**config.mk**
```make
export PLATFORM = sky130hd
export DESIGN_NAME = battery_warn_level_controller_top
export DESIGN_NICKNAME = d
export VERILOG_FILES = /design/src/rtl/bwlc_pkg.sv /design/src/rtl/bwlc_csr.sv /design/src/rtl/bwlc_fifo.sv /design/src/rtl/bwlc_front.sv /design/src/rtl/bwlc_back.sv /design/src/rtl/battery_warn_level_controller_top.sv
export SDC_FILE = /design/constraint.sdc
export NUM_CORES = 1
export LEC_CHECK = 0
export ABC_AREA = 1
export BUFFER_PORTS_ARGS = -buffer_cell sky130_fd_sc_hd__clkbuf_2
export CAP_MARGIN = 20
export CORE_MARGIN = 1
export CORE_UTILIZATION = 47
export CTS_BUF_LIST = sky130_fd_sc_hd__clkbuf_2
export CTS_CLUSTER_DIAMETER = 60
export DETAILED_ROUTE_END_ITERATION = 10
export PLACE_DENSITY = 0.65
export SLEW_MARGIN = 20
export SYNTH_ARGS = -nofsm -noshare
export SYNTH_HDL_FRONTEND = slang
export SYNTH_SLANG_ARGS = --single-unit
```
**constraint.sdc**
```tcl
create_clock -name clock -period 5.5 [get_ports clock]
set_input_delay 0.825 -clock clock [delete_from_list [all_inputs] [get_ports clock]]
set_output_delay 0.825 -clock clock [all_outputs]
set_load 0.03 [all_outputs]
```
**src/rtl/bwlc_pkg.sv**
```systemverilog
// Package for the battery warning-level controller: item types, configuration
// register set, level, action and register index codes.
// No dependencies.
`default_nettype none

package bwlc_pkg;

   localparam int unsigned QUEUE_DEPTH_DEF = 2;
   localparam int unsigned RSP_DEPTH_DEF   = 2;

   localparam int unsigned CHG_W  = 14;
   localparam int unsigned SEC_W  = 32;
   localparam int unsigned PCT_W  = 7;
   localparam int unsigned LVL_W  = 3;
   localparam int unsigned ACT_W  = 3;
   localparam int unsigned TICK_W = 3;
   localparam int unsigned IDX_W  = 4;
   localparam int unsigned CSR_W  = 32;

   localparam logic CMD_UPDATE = 1'b0;
   localparam logic CMD_TICK   = 1'b1;

   localparam logic [LVL_W-1:0] LVL_NONE     = 3'd0;
   localparam logic [LVL_W-1:0] LVL_REMIND   = 3'd1;
   localparam logic [LVL_W-1:0] LVL_LOW      = 3'd2;
   localparam logic [LVL_W-1:0] LVL_DANGER   = 3'd3;
   localparam logic [LVL_W-1:0] LVL_CRITICAL = 3'd4;
   localparam logic [LVL_W-1:0] LVL_ACTION   = 3'd5;

   localparam logic [ACT_W-1:0] ACT_NONE      = 3'd0;
   localparam logic [ACT_W-1:0] ACT_LOCK      = 3'd1;
   localparam logic [ACT_W-1:0] ACT_SHOW      = 3'd2;
   localparam logic [ACT_W-1:0] ACT_SUSPEND   = 3'd3;
   localparam logic [ACT_W-1:0] ACT_HIBERNATE = 3'd4;

   localparam logic [TICK_W-1:0] TICK_LOCK    = 3'd3;
   localparam logic [TICK_W-1:0] TICK_SHOW    = 3'd4;
   localparam logic [TICK_W-1:0] TICK_SUSPEND = 3'd5;

   // charge limits in hundredths of a percent
   localparam logic [CHG_W-1:0] PCT_SCALE      = 14'd100;
   localparam logic [CHG_W-1:0] CHG_CRITICAL   = 14'd1000;
   localparam logic [CHG_W-1:0] CHG_DANGER     = 14'd1500;
   localparam logic [CHG_W-1:0] CHG_LOW        = 14'd2000;
   localparam logic [CHG_W-1:0] CHG_REMIND     = 14'd2500;

   localparam logic [IDX_W-1:0] CSR_USE_PERCENTAGE   = 4'd0;
   localparam logic [IDX_W-1:0] CSR_NOTIFY_THRESHOLD = 4'd1;
   localparam logic [IDX_W-1:0] CSR_ACTION_PERCENT   = 4'd2;
   localparam logic [IDX_W-1:0] CSR_LOW_SECONDS      = 4'd3;
   localparam logic [IDX_W-1:0] CSR_DANGER_SECONDS   = 4'd4;
   localparam logic [IDX_W-1:0] CSR_CRITICAL_SECONDS = 4'd5;
   localparam logic [IDX_W-1:0] CSR_ACTION_SECONDS   = 4'd6;
   localparam logic [IDX_W-1:0] CSR_ACTION_MODE      = 4'd7;

   typedef struct packed {
      logic             command;
      logic             on_battery;
      logic [CHG_W-1:0] charge_hundredths;
      logic [SEC_W-1:0] time_to_empty;
   } req_type;

   typedef struct packed {
      logic [LVL_W-1:0] warn_level;
      logic             level_changed;
      logic [ACT_W-1:0] action;
   } rsp_type;

   typedef struct packed {
      logic             use_percentage;
      logic [PCT_W-1:0] notify_threshold;
      logic [PCT_W-1:0] action_percent;
      logic [SEC_W-1:0] low_seconds;
      logic [SEC_W-1:0] danger_seconds;
      logic [SEC_W-1:0] critical_seconds;
      logic [SEC_W-1:0] action_seconds;
      logic [1:0]       action_mode;
   } cfg_type;

   // classified item handed from front to back
   typedef struct packed {
      logic             command;
      logic             on_battery;
      logic             zero_hold;
      logic [LVL_W-1:0] level;
   } cls_type;

endpackage

`default_nettype wire

```
**src/rtl/bwlc_csr.sv**
```systemverilog
// Configuration register file of the battery warning-level controller.
// Depends on bwlc_pkg.
`default_nettype none

module bwlc_csr (
   input  wire logic                        clock,
   input  wire logic                        reset,
   input  wire logic                        csr_valid,
   output logic                             csr_ready,
   input  wire logic [bwlc_pkg::IDX_W-1:0]  csr_index,
   input  wire logic [bwlc_pkg::CSR_W-1:0]  csr_data,
   output bwlc_pkg::cfg_type                cfg
);

   bwlc_pkg::cfg_type cfg_ff;
   bwlc_pkg::cfg_type cfg_in;

   assign csr_ready = 1'b1;
   assign cfg       = cfg_ff;

   always_comb begin
      cfg_in = cfg_ff;
      if (csr_valid) begin
         unique case (csr_index)
            bwlc_pkg::CSR_USE_PERCENTAGE: begin
               cfg_in.use_percentage = csr_data[0];
            end
            bwlc_pkg::CSR_NOTIFY_THRESHOLD: begin
               cfg_in.notify_threshold = csr_data[bwlc_pkg::PCT_W-1:0];
            end
            bwlc_pkg::CSR_ACTION_PERCENT: begin
               cfg_in.action_percent = csr_data[bwlc_pkg::PCT_W-1:0];
            end
            bwlc_pkg::CSR_LOW_SECONDS: begin
               cfg_in.low_seconds = csr_data[bwlc_pkg::SEC_W-1:0];
            end
            bwlc_pkg::CSR_DANGER_SECONDS: begin
               cfg_in.danger_seconds = csr_data[bwlc_pkg::SEC_W-1:0];
            end
            bwlc_pkg::CSR_CRITICAL_SECONDS: begin
               cfg_in.critical_seconds = csr_data[bwlc_pkg::SEC_W-1:0];
            end
            bwlc_pkg::CSR_ACTION_SECONDS: begin
               cfg_in.action_seconds = csr_data[bwlc_pkg::SEC_W-1:0];
            end
            bwlc_pkg::CSR_ACTION_MODE: begin
               cfg_in.action_mode = csr_data[1:0];
            end
            default: begin
               cfg_in = cfg_ff;
            end
         endcase
      end
   end

   always_ff @(posedge clock) begin
      if (reset) begin
         cfg_ff <= '{use_percentage: 1'b1, default: '0};
      end else begin
         cfg_ff <= cfg_in;
      end
   end

endmodule

`default_nettype wire

```
**src/rtl/bwlc_fifo.sv**
```systemverilog
// Small register-based queue used between the stages and at the output.
// No dependencies.
`default_nettype none

module bwlc_fifo #(
   parameter int unsigned WIDTH = 8,
   parameter int unsigned DEPTH = 2
) (
   input  wire logic             clock,
   input  wire logic             reset,
   input  wire logic             push,
   input  wire logic [WIDTH-1:0] push_data,
   output logic                  full,
   input  wire logic             pop,
   output logic      [WIDTH-1:0] pop_data,
   output logic                  empty
);

   localparam int unsigned PW = (DEPTH > 1) ? $clog2(DEPTH) : 1;
   localparam int unsigned CW = $clog2(DEPTH + 1);

   logic [WIDTH-1:0] mem_ff [DEPTH];
   logic [PW-1:0]    wr_ptr_ff, wr_ptr_in;
   logic [PW-1:0]    rd_ptr_ff, rd_ptr_in;
   logic [CW-1:0]    count_ff, count_in;
   logic             do_push, do_pop;

   assign full     = (count_ff == CW'(DEPTH));
   assign empty    = (count_ff == '0);
   assign pop_data = mem_ff[rd_ptr_ff];
   assign do_push  = push && !full;
   assign do_pop   = pop && !empty;

   always_comb begin
      wr_ptr_in = wr_ptr_ff;
      rd_ptr_in = rd_ptr_ff;
      if (do_push) begin
         wr_ptr_in = (wr_ptr_ff == PW'(DEPTH - 1)) ? '0 : wr_ptr_ff + 1'b1;
      end
      if (do_pop) begin
         rd_ptr_in = (rd_ptr_ff == PW'(DEPTH - 1)) ? '0 : rd_ptr_ff + 1'b1;
      end
      unique case ({do_push, do_pop})
         2'b10:   count_in = count_ff + 1'b1;
         2'b01:   count_in = count_ff - 1'b1;
         default: count_in = count_ff;
      endcase
   end

   always_ff @(posedge clock) begin
      if (reset) begin
         wr_ptr_ff <= '0;
         rd_ptr_ff <= '0;
         count_ff  <= '0;
      end else begin
         wr_ptr_ff <= wr_ptr_in;
         rd_ptr_ff <= rd_ptr_in;
         count_ff  <= count_in;
      end
      if (do_push) begin
         mem_ff[wr_ptr_ff] <= push_data;
      end
   end

endmodule

`default_nettype wire

```
**src/rtl/bwlc_front.sv**
```systemverilog
// Front stage: accepts input items and classifies status updates into a level.
// Depends on bwlc_pkg.
`default_nettype none

module bwlc_front (
   input  wire logic              clock,
   input  wire logic              reset,
   input  wire logic              push,
   output logic                   full,
   input  wire bwlc_pkg::req_type req_data,
   input  wire bwlc_pkg::cfg_type cfg,
   input  wire logic              q_full,
   output logic                   q_push,
   output bwlc_pkg::cls_type      q_data
);

   logic                           valid_ff, valid_in;
   bwlc_pkg::cls_type              item_ff, item_in;
   bwlc_pkg::cls_type              cls;
   logic                           accept;
   logic [bwlc_pkg::CHG_W-1:0]     notify_lim;
   logic [bwlc_pkg::CHG_W-1:0]     action_lim;
   logic [bwlc_pkg::LVL_W-1:0]     pct_level;
   logic [bwlc_pkg::LVL_W-1:0]     time_level;
   logic [bwlc_pkg::CHG_W-1:0]     chg;
   logic [bwlc_pkg::SEC_W-1:0]     tte;

   assign chg        = req_data.charge_hundredths;
   assign tte        = req_data.time_to_empty;
   assign notify_lim = bwlc_pkg::CHG_W'(cfg.notify_threshold) * bwlc_pkg::PCT_SCALE;
   assign action_lim = bwlc_pkg::CHG_W'(cfg.action_percent) * bwlc_pkg::PCT_SCALE;

   always_comb begin
      priority if (chg == '0 || chg > notify_lim) begin
         pct_level = bwlc_pkg::LVL_NONE;
      end else if (cfg.action_percent != '0 && chg <= action_lim) begin
         pct_level = bwlc_pkg::LVL_ACTION;
      end else if (chg <= bwlc_pkg::CHG_CRITICAL) begin
         pct_level = bwlc_pkg::LVL_CRITICAL;
      end else if (chg <= bwlc_pkg::CHG_DANGER) begin
         pct_level = bwlc_pkg::LVL_DANGER;
      end else if (chg <= bwlc_pkg::CHG_LOW) begin
         pct_level = bwlc_pkg::LVL_LOW;
      end else if (chg <= bwlc_pkg::CHG_REMIND) begin
         pct_level = bwlc_pkg::LVL_REMIND;
      end else begin
         pct_level = bwlc_pkg::LVL_NONE;
      end
   end

   always_comb begin
      priority if (tte == '0 || tte > cfg.low_seconds) begin
         time_level = bwlc_pkg::LVL_NONE;
      end else if (tte > cfg.danger_seconds) begin
         time_level = bwlc_pkg::LVL_LOW;
      end else if (tte > cfg.critical_seconds) begin
         time_level = bwlc_pkg::LVL_DANGER;
      end else if (tte > cfg.action_seconds) begin
         time_level = bwlc_pkg::LVL_CRITICAL;
      end else begin
         time_level = bwlc_pkg::LVL_ACTION;
      end
   end

   always_comb begin
      cls.command    = req_data.command;
      cls.on_battery = req_data.on_battery;
      cls.zero_hold  = cfg.use_percentage && (chg == '0);
      cls.level      = cfg.use_percentage ? pct_level : time_level;
   end

   assign full   = valid_ff && q_full;
   assign accept = push && !full;
   assign q_push = valid_ff;
   assign q_data = item_ff;

   assign valid_in = accept || (valid_ff && q_full);
   assign item_in  = accept ? cls : item_ff;

   always_ff @(posedge clock) begin
      if (reset) begin
         valid_ff <= 1'b0;
      end else begin
         valid_ff <= valid_in;
      end
      item_ff <= item_in;
   end

endmodule

`default_nettype wire

```
**src/rtl/bwlc_back.sv**
```systemverilog
// Back stage: holds the warning level and action countdown, applies each
// classified item and produces its result item. Depends on bwlc_pkg.
`default_nettype none

module bwlc_back (
   input  wire logic              clock,
   input  wire logic              reset,
   input  wire logic [1:0]        action_mode,
   input  wire logic              q_empty,
   input  wire bwlc_pkg::cls_type q_data,
   output logic                   q_pop,
   input  wire logic              out_full,
   output logic                   out_push,
   output bwlc_pkg::rsp_type      out_data
);

   logic [bwlc_pkg::LVL_W-1:0]  level_ff, level_in;
   logic                        running_ff, running_in;
   logic [bwlc_pkg::TICK_W-1:0] tick_ff, tick_in;
   logic [bwlc_pkg::TICK_W-1:0] tick_next;
   logic                        changed;
   logic [bwlc_pkg::ACT_W-1:0]  action;

   assign q_pop     = !q_empty && !out_full;
   assign out_push  = q_pop;
   assign tick_next = tick_ff + 1'b1;

   always_comb begin
      level_in   = level_ff;
      running_in = running_ff;
      tick_in    = tick_ff;
      changed    = 1'b0;
      action     = bwlc_pkg::ACT_NONE;
      if (q_pop) begin
         if (q_data.command == bwlc_pkg::CMD_UPDATE) begin
            if (!q_data.on_battery) begin
               running_in = 1'b0;
               if (level_ff != bwlc_pkg::LVL_NONE) begin
                  level_in = bwlc_pkg::LVL_NONE;
                  changed  = 1'b1;
               end
            end else if (!(q_data.zero_hold && level_ff != bwlc_pkg::LVL_NONE)) begin
               if (q_data.level != level_ff) begin
                  level_in   = q_data.level;
                  changed    = 1'b1;
                  running_in = (q_data.level == bwlc_pkg::LVL_ACTION);
                  if (q_data.level == bwlc_pkg::LVL_ACTION) begin
                     tick_in = '0;
                  end
               end
            end
         end else if (running_ff) begin
            tick_in = tick_next;
            priority if (tick_next == bwlc_pkg::TICK_LOCK) begin
               action = action_mode[1] ? bwlc_pkg::ACT_LOCK : bwlc_pkg::ACT_NONE;
            end else if (tick_next == bwlc_pkg::TICK_SHOW) begin
               action = bwlc_pkg::ACT_SHOW;
            end else if (tick_next >= bwlc_pkg::TICK_SUSPEND) begin
               running_in = 1'b0;
               action = action_mode[0] ? bwlc_pkg::ACT_HIBERNATE : bwlc_pkg::ACT_SUSPEND;
            end else begin
               action = bwlc_pkg::ACT_NONE;
            end
         end
      end
   end

   always_comb begin
      out_data.warn_level    = level_in;
      out_data.level_changed = changed;
      out_data.action        = action;
   end

   always_ff @(posedge clock) begin
      if (reset) begin
         level_ff   <= bwlc_pkg::LVL_NONE;
         running_ff <= 1'b0;
         tick_ff    <= '0;
      end else begin
         level_ff   <= level_in;
         running_ff <= running_in;
         tick_ff    <= tick_in;
      end
   end

`ifndef SYNTHESIS
   a_running_at_action: assert property (@(posedge clock) disable iff (reset)
      running_ff |-> level_ff == bwlc_pkg::LVL_ACTION)
      else $error("countdown running below Action level");

   a_tick_bound: assert property (@(posedge clock) disable iff (reset)
      tick_ff <= bwlc_pkg::TICK_SUSPEND)
      else $error("tick count past suspend");

   a_action_on_tick: assert property (@(posedge clock) disable iff (reset)
      (out_push && out_data.action != bwlc_pkg::ACT_NONE)
         |-> (q_data.command == bwlc_pkg::CMD_TICK && running_ff))
      else $error("action without a running countdown tick");

   a_change_moves_level: assert property (@(posedge clock) disable iff (reset)
      (out_push && out_data.level_changed) |=> level_ff != $past(level_ff))
      else $error("level flagged as changed but held");
`endif

endmodule

`default_nettype wire

```
**src/rtl/battery_warn_level_controller_top.sv**
```systemverilog
// Battery warning-level controller, top level.
// A result reaches the rsp ports after its item is accepted and has passed the
// front register, classified-item queue and back stage into the result queue.
// Throughput: one item per cycle, set by the back stage, while rsp has room.
// Reset: synchronous, active high; level None, countdown stopped, registers
// at their reset values, both queues empty.
`default_nettype none

module battery_warn_level_controller_top #(
   parameter int unsigned QUEUE_DEPTH = bwlc_pkg::QUEUE_DEPTH_DEF,
   parameter int unsigned RSP_DEPTH   = bwlc_pkg::RSP_DEPTH_DEF
) (
   input  wire logic                        clock,
   input  wire logic                        reset,
   input  wire logic                        push,
   output logic                             full,
   input  wire bwlc_pkg::req_type           req_data,
   output logic                             empty,
   input  wire logic                        pop,
   output bwlc_pkg::rsp_type                rsp_data,
   input  wire logic                        csr_valid,
   output logic                             csr_ready,
   input  wire logic [bwlc_pkg::IDX_W-1:0]  csr_index,
   input  wire logic [bwlc_pkg::CSR_W-1:0]  csr_data
);

   bwlc_pkg::cfg_type cfg;
   bwlc_pkg::cls_type fq_push_data, fq_pop_data;
   bwlc_pkg::rsp_type rq_push_data;
   logic              fq_push, fq_full, fq_pop, fq_empty;
   logic              rq_push, rq_full;

   bwlc_csr u_csr (
      .clock     (clock),
      .reset     (reset),
      .csr_valid (csr_valid),
      .csr_ready (csr_ready),
      .csr_index (csr_index),
      .csr_data  (csr_data),
      .cfg       (cfg)
   );

   bwlc_front u_front (
      .clock    (clock),
      .reset    (reset),
      .push     (push),
      .full     (full),
      .req_data (req_data),
      .cfg      (cfg),
      .q_full   (fq_full),
      .q_push   (fq_push),
      .q_data   (fq_push_data)
   );

   bwlc_fifo #(
      .WIDTH ($bits(bwlc_pkg::cls_type)),
      .DEPTH (QUEUE_DEPTH)
   ) u_cls_queue (
      .clock     (clock),
      .reset     (reset),
      .push      (fq_push),
      .push_data (fq_push_data),
      .full      (fq_full),
      .pop       (fq_pop),
      .pop_data  (fq_pop_data),
      .empty     (fq_empty)
   );

   bwlc_back u_back (
      .clock       (clock),
      .reset       (reset),
      .action_mode (cfg.action_mode),
      .q_empty     (fq_empty),
      .q_data      (fq_pop_data),
      .q_pop       (fq_pop),
      .out_full    (rq_full),
      .out_push    (rq_push),
      .out_data    (rq_push_data)
   );

   bwlc_fifo #(
      .WIDTH ($bits(bwlc_pkg::rsp_type)),
      .DEPTH (RSP_DEPTH)
   ) u_rsp_queue (
      .clock     (clock),
      .reset     (reset),
      .push      (rq_push),
      .push_data (rq_push_data),
      .full      (rq_full),
      .pop       (pop),
      .pop_data  (rsp_data),
      .empty     (empty)
   );

endmodule

`default_nettype wire
```
==> out/metrics.csv <==
metric,value,unit
outcome,"complete, no violations",
synthXorXnorAreaFrac,0.01218,
p_per_area,243.7,nW/um^2
cp.required,6.11,ns
post-place-cells,1953,
antenna_left,0,
drive_gt1_frac,0.1009,
synthesis.nets,1868,
vias_per_cell,5.153,
layout.cells.non_filler,1986,
hold_end,u_front.q_data[4]$_DFFE_PP_,
post-cts-setup-buffers,0,
ys_ff_latch,195,
drt-total-wl,27.35,mm
synth_cells,1564,
synth-compound-area-share,0.1873,
antenna_found_initial,1,
finalHoldViolCount,0,
cellLeakagePower,5.852,nW
numClockSinks,195,
dp_hpwl,20.80,mm
clock_path_buffers,2,
globalplace.congestion,0.8465,
fillers,2497,
yosys.area_share.simple,0.1395,
fp-row-count,58,
start_kind,flip-flop,
dr_total_vias,10230,
finClkSkew,0.04797,ns
area_growth,8.610,%
synth_top_area_cell,dfxtp_1,
clkTransAtPathRegs,0.33,ns
syn_area_per_cell,7.814,um^2
endpoint_kind,flip-flop,
initial_core_util,0.4826,
grt_max_degree,65,
dr.first_iter.drc_count,497,
ir_drop,0.1731,mV
min_path_cells,1,
remaining_drc_errors,0,
root_buffer,clkbuf_2,
cts_tree,done,
tightest_slew,0.9846,ns
async_reset_ff_frac,0,
path_max_fanout,4,
wl_per_cell,13.77,um
r2r_slack,1.18,ns
cts_buffers,17,
core,25330,um^2
synthTopCellsByArea,"dfxtp_1 27%, ha_1 22%, a21oi_1 9.7%",
grt_pass1_vias,9690,
htreeDepth,4,
rr_endpoint,u_front.q_data[2]$_DFFE_PP_,
power,3.235,mW
met1_length,13.69,mm
finalCritPeriodShare,0.7854,
top_layer,met4,
cts_resized,0,
cp.arrival,4.93,ns
hold_start,req_data[46],
synth_edf_count,32,
ys.flop_type,dfxtp_1,
ys_seq_area_frac,0.3456,
die_w,163.3,um
slew_headroom,0.3426,
finalMaxSlewViolations,0,
grt_pass1_wl,45.80,mm
wl_met2,12.33,mm
cap_violations,0,
reg2regPathDepth,23,
maxClockFrequency,231.5,MHz
dr_wl_met3,780,um
synthAdderAreaFrac,0.2226,
ys_warn_count,0,
setup_violations,0,
hp-class,in -> reg,
grt_overflow,0,
r2r_start,u_csr.cfg[132]$_SDFFE_PP0P_,
synth.area.mux_share,0.006450,
tns,0,ns
grt_setup_unrepaired,false,
layout_min_cycle_time,4.320,ns
die-area,26650,um^2
grt_use_total,0.2146,
dr.pass1.iters,5,
ys_types,44,
synth_area,12220,um^2
crit_type,reg -> reg,
portBuffers,97,
pin_count,99,
insertion_delay,0.79,ns
synth.top_cell.area_share,0.2670,
hold_buffers,0,
synth_top_family_by_area,adder cells,
fp.dieH,163.3,um
ys_top_cells_by_count,"238 x a21oi_1, 229 x inv_1, 219 x nand2_1",
nets,1946,
yosysMostFrequentCell,a21oi_1,
## cells in the final DEF, fill, tap and decap left out, types with 2 or more instances in the layout
cell,Yosys,routed
inv_1,229,228
o21ai_2,3,3
o21a_1,8,8
nor2_1,104,104
o21ai_1,2,2
fa_1,4,4
nor3_1,13,13
a21oi_1,238,238
or2_2,4,4
inv_2,6,6
inv_12,0,3
ha_1,211,211
nand2_2,3,3
nand4_1,16,16
mux2_2,7,7
nor2_2,2,2
xnor2_1,7,7
inv_6,0,2
clkinv_8,0,3
buf_4,1,5
xor2_1,10,10
nand2_1,219,219
nand3_1,31,30
nor4_1,8,8
a21o_1,2,2
o21ai_0,179,179
clkbuf_2,0,114
inv_8,0,6
a31oi_1,2,2
dfxtp_1,163,163
edfxtp_1,32,32
or2_1,2,2
clkinv_2,0,2
## kinds of logic after synthesis
logic type,Yosys count
buffers and inverters,279
flip-flops,195
AO/OA/AOI/OAI,442
XOR/XNOR,17
other,1
multiplexers,7
adder cells (fa/ha/maj),215
AND/OR/NAND/NOR,408
## worst max-delay path by stage
| stage | from | to | slack (ns) |
|---|---|---|---|
| 2_1_floorplan | u_csr.cfg[132]$_SDFFE_PP0P_ | u_front.q_data[0]$_DFFE_PP_ | 1.50 |
| 3_3_place_gp | u_csr.cfg[132]$_SDFFE_PP0P_ | u_front.q_data[0]$_DFFE_PP_ | 1.28 |
| 5_1_grt | u_csr.cfg[132]$_SDFFE_PP0P_ | u_front.q_data[2]$_DFFE_PP_ | 0.79 |
| 4_1_cts | u_csr.cfg[132]$_SDFFE_PP0P_ | u_front.q_data[0]$_DFFE_PP_ | 1.17 |
| 3_5_place_dp | u_csr.cfg[132]$_SDFFE_PP0P_ | u_front.q_data[0]$_DFFE_PP_ | 1.15 |
| 6_report | u_csr.cfg[132]$_SDFFE_PP0P_ | u_front.q_data[2]$_DFFE_PP_ | 1.18 |
## where the power goes
group	switching [mW]	total [mW]	internal [mW]
registers	0.0689	1.65	1.58
logic	0.524	0.816	0.293
clock network	0.597	0.771	0.174
total	1.19	3.23	2.05
## per-layer routing
layer | GRT usage | vias up
li1 | - | 5409
met4 | 0.06754 | 0
met2 | 0.3575 | 143
met5 | 0 | -
met1 | 0.2846 | 4648
met3 | 0.03073 | 33
## critical path, stage by stage (launching register included)
cell and delay [ns]:
dfxtp_1 0.44, inv_1 0.09, ha_1 0.30, ha_1 0.31, fa_1 0.46, ha_1 0.36, a21oi_1 0.17, nand2_1 0.10
nand2_1 0.07, nand2_1 0.05, a21oi_1 0.19, o21ai_0 0.10, a21oi_1 0.15, xor2_1 0.09, ha_1 0.29, nand2_1 0.09
nor4_1 0.35, nand2_1 0.11, nand3_1 0.08, nand2_1 0.05, o21ai_0 0.13, nand2_1 0.09, nand2_1 0.07, nand2_1 0.04
## through the flow
stage                 util  setup slack [ns]  hold slack, ns  instance area [um^2]
global route        0.5241            0.7938         0.04919                 13270
finish              0.5241             1.180          0.1712                 13270
detailed placement  0.5132             1.151          0.4381                 13000
CTS                 0.5240             1.172         0.09956                 13270
global placement    0.5132             1.281          0.4268                 13000
floorplan                -             1.504          0.4215                 12220
## cell type report
class	count	area, um^2	share of cell area
Antenna cell	1	2.502	0.0001885
Clock buffer	17	85.08	0.006410
Clock inverter	15	187.7	0.01414
Inverter	236	887.1	0.06683
Multi-Input combinational cell	1090	6952	0.5237
Sequential cell	195	4224	0.3182
Tap cell	330	412.9	0.03111
Timing Repair Buffer	102	523.0	0.03940
## flip-flops by register name, summed over array words and instances, names as in the netlist, 2 cells and up, named ones only
signal and cells:
u_csr.cfg 145, u_rsp_queue.mem_ff 14, u_cls_queue.mem_ff 12, u_front.q_data 6, u_back.level_ff 3, u_back.tick_ff 3, u_cls_queue.count_ff 2, u_rsp_queue.count_ff 2
(Power assumes the default switching activity.)
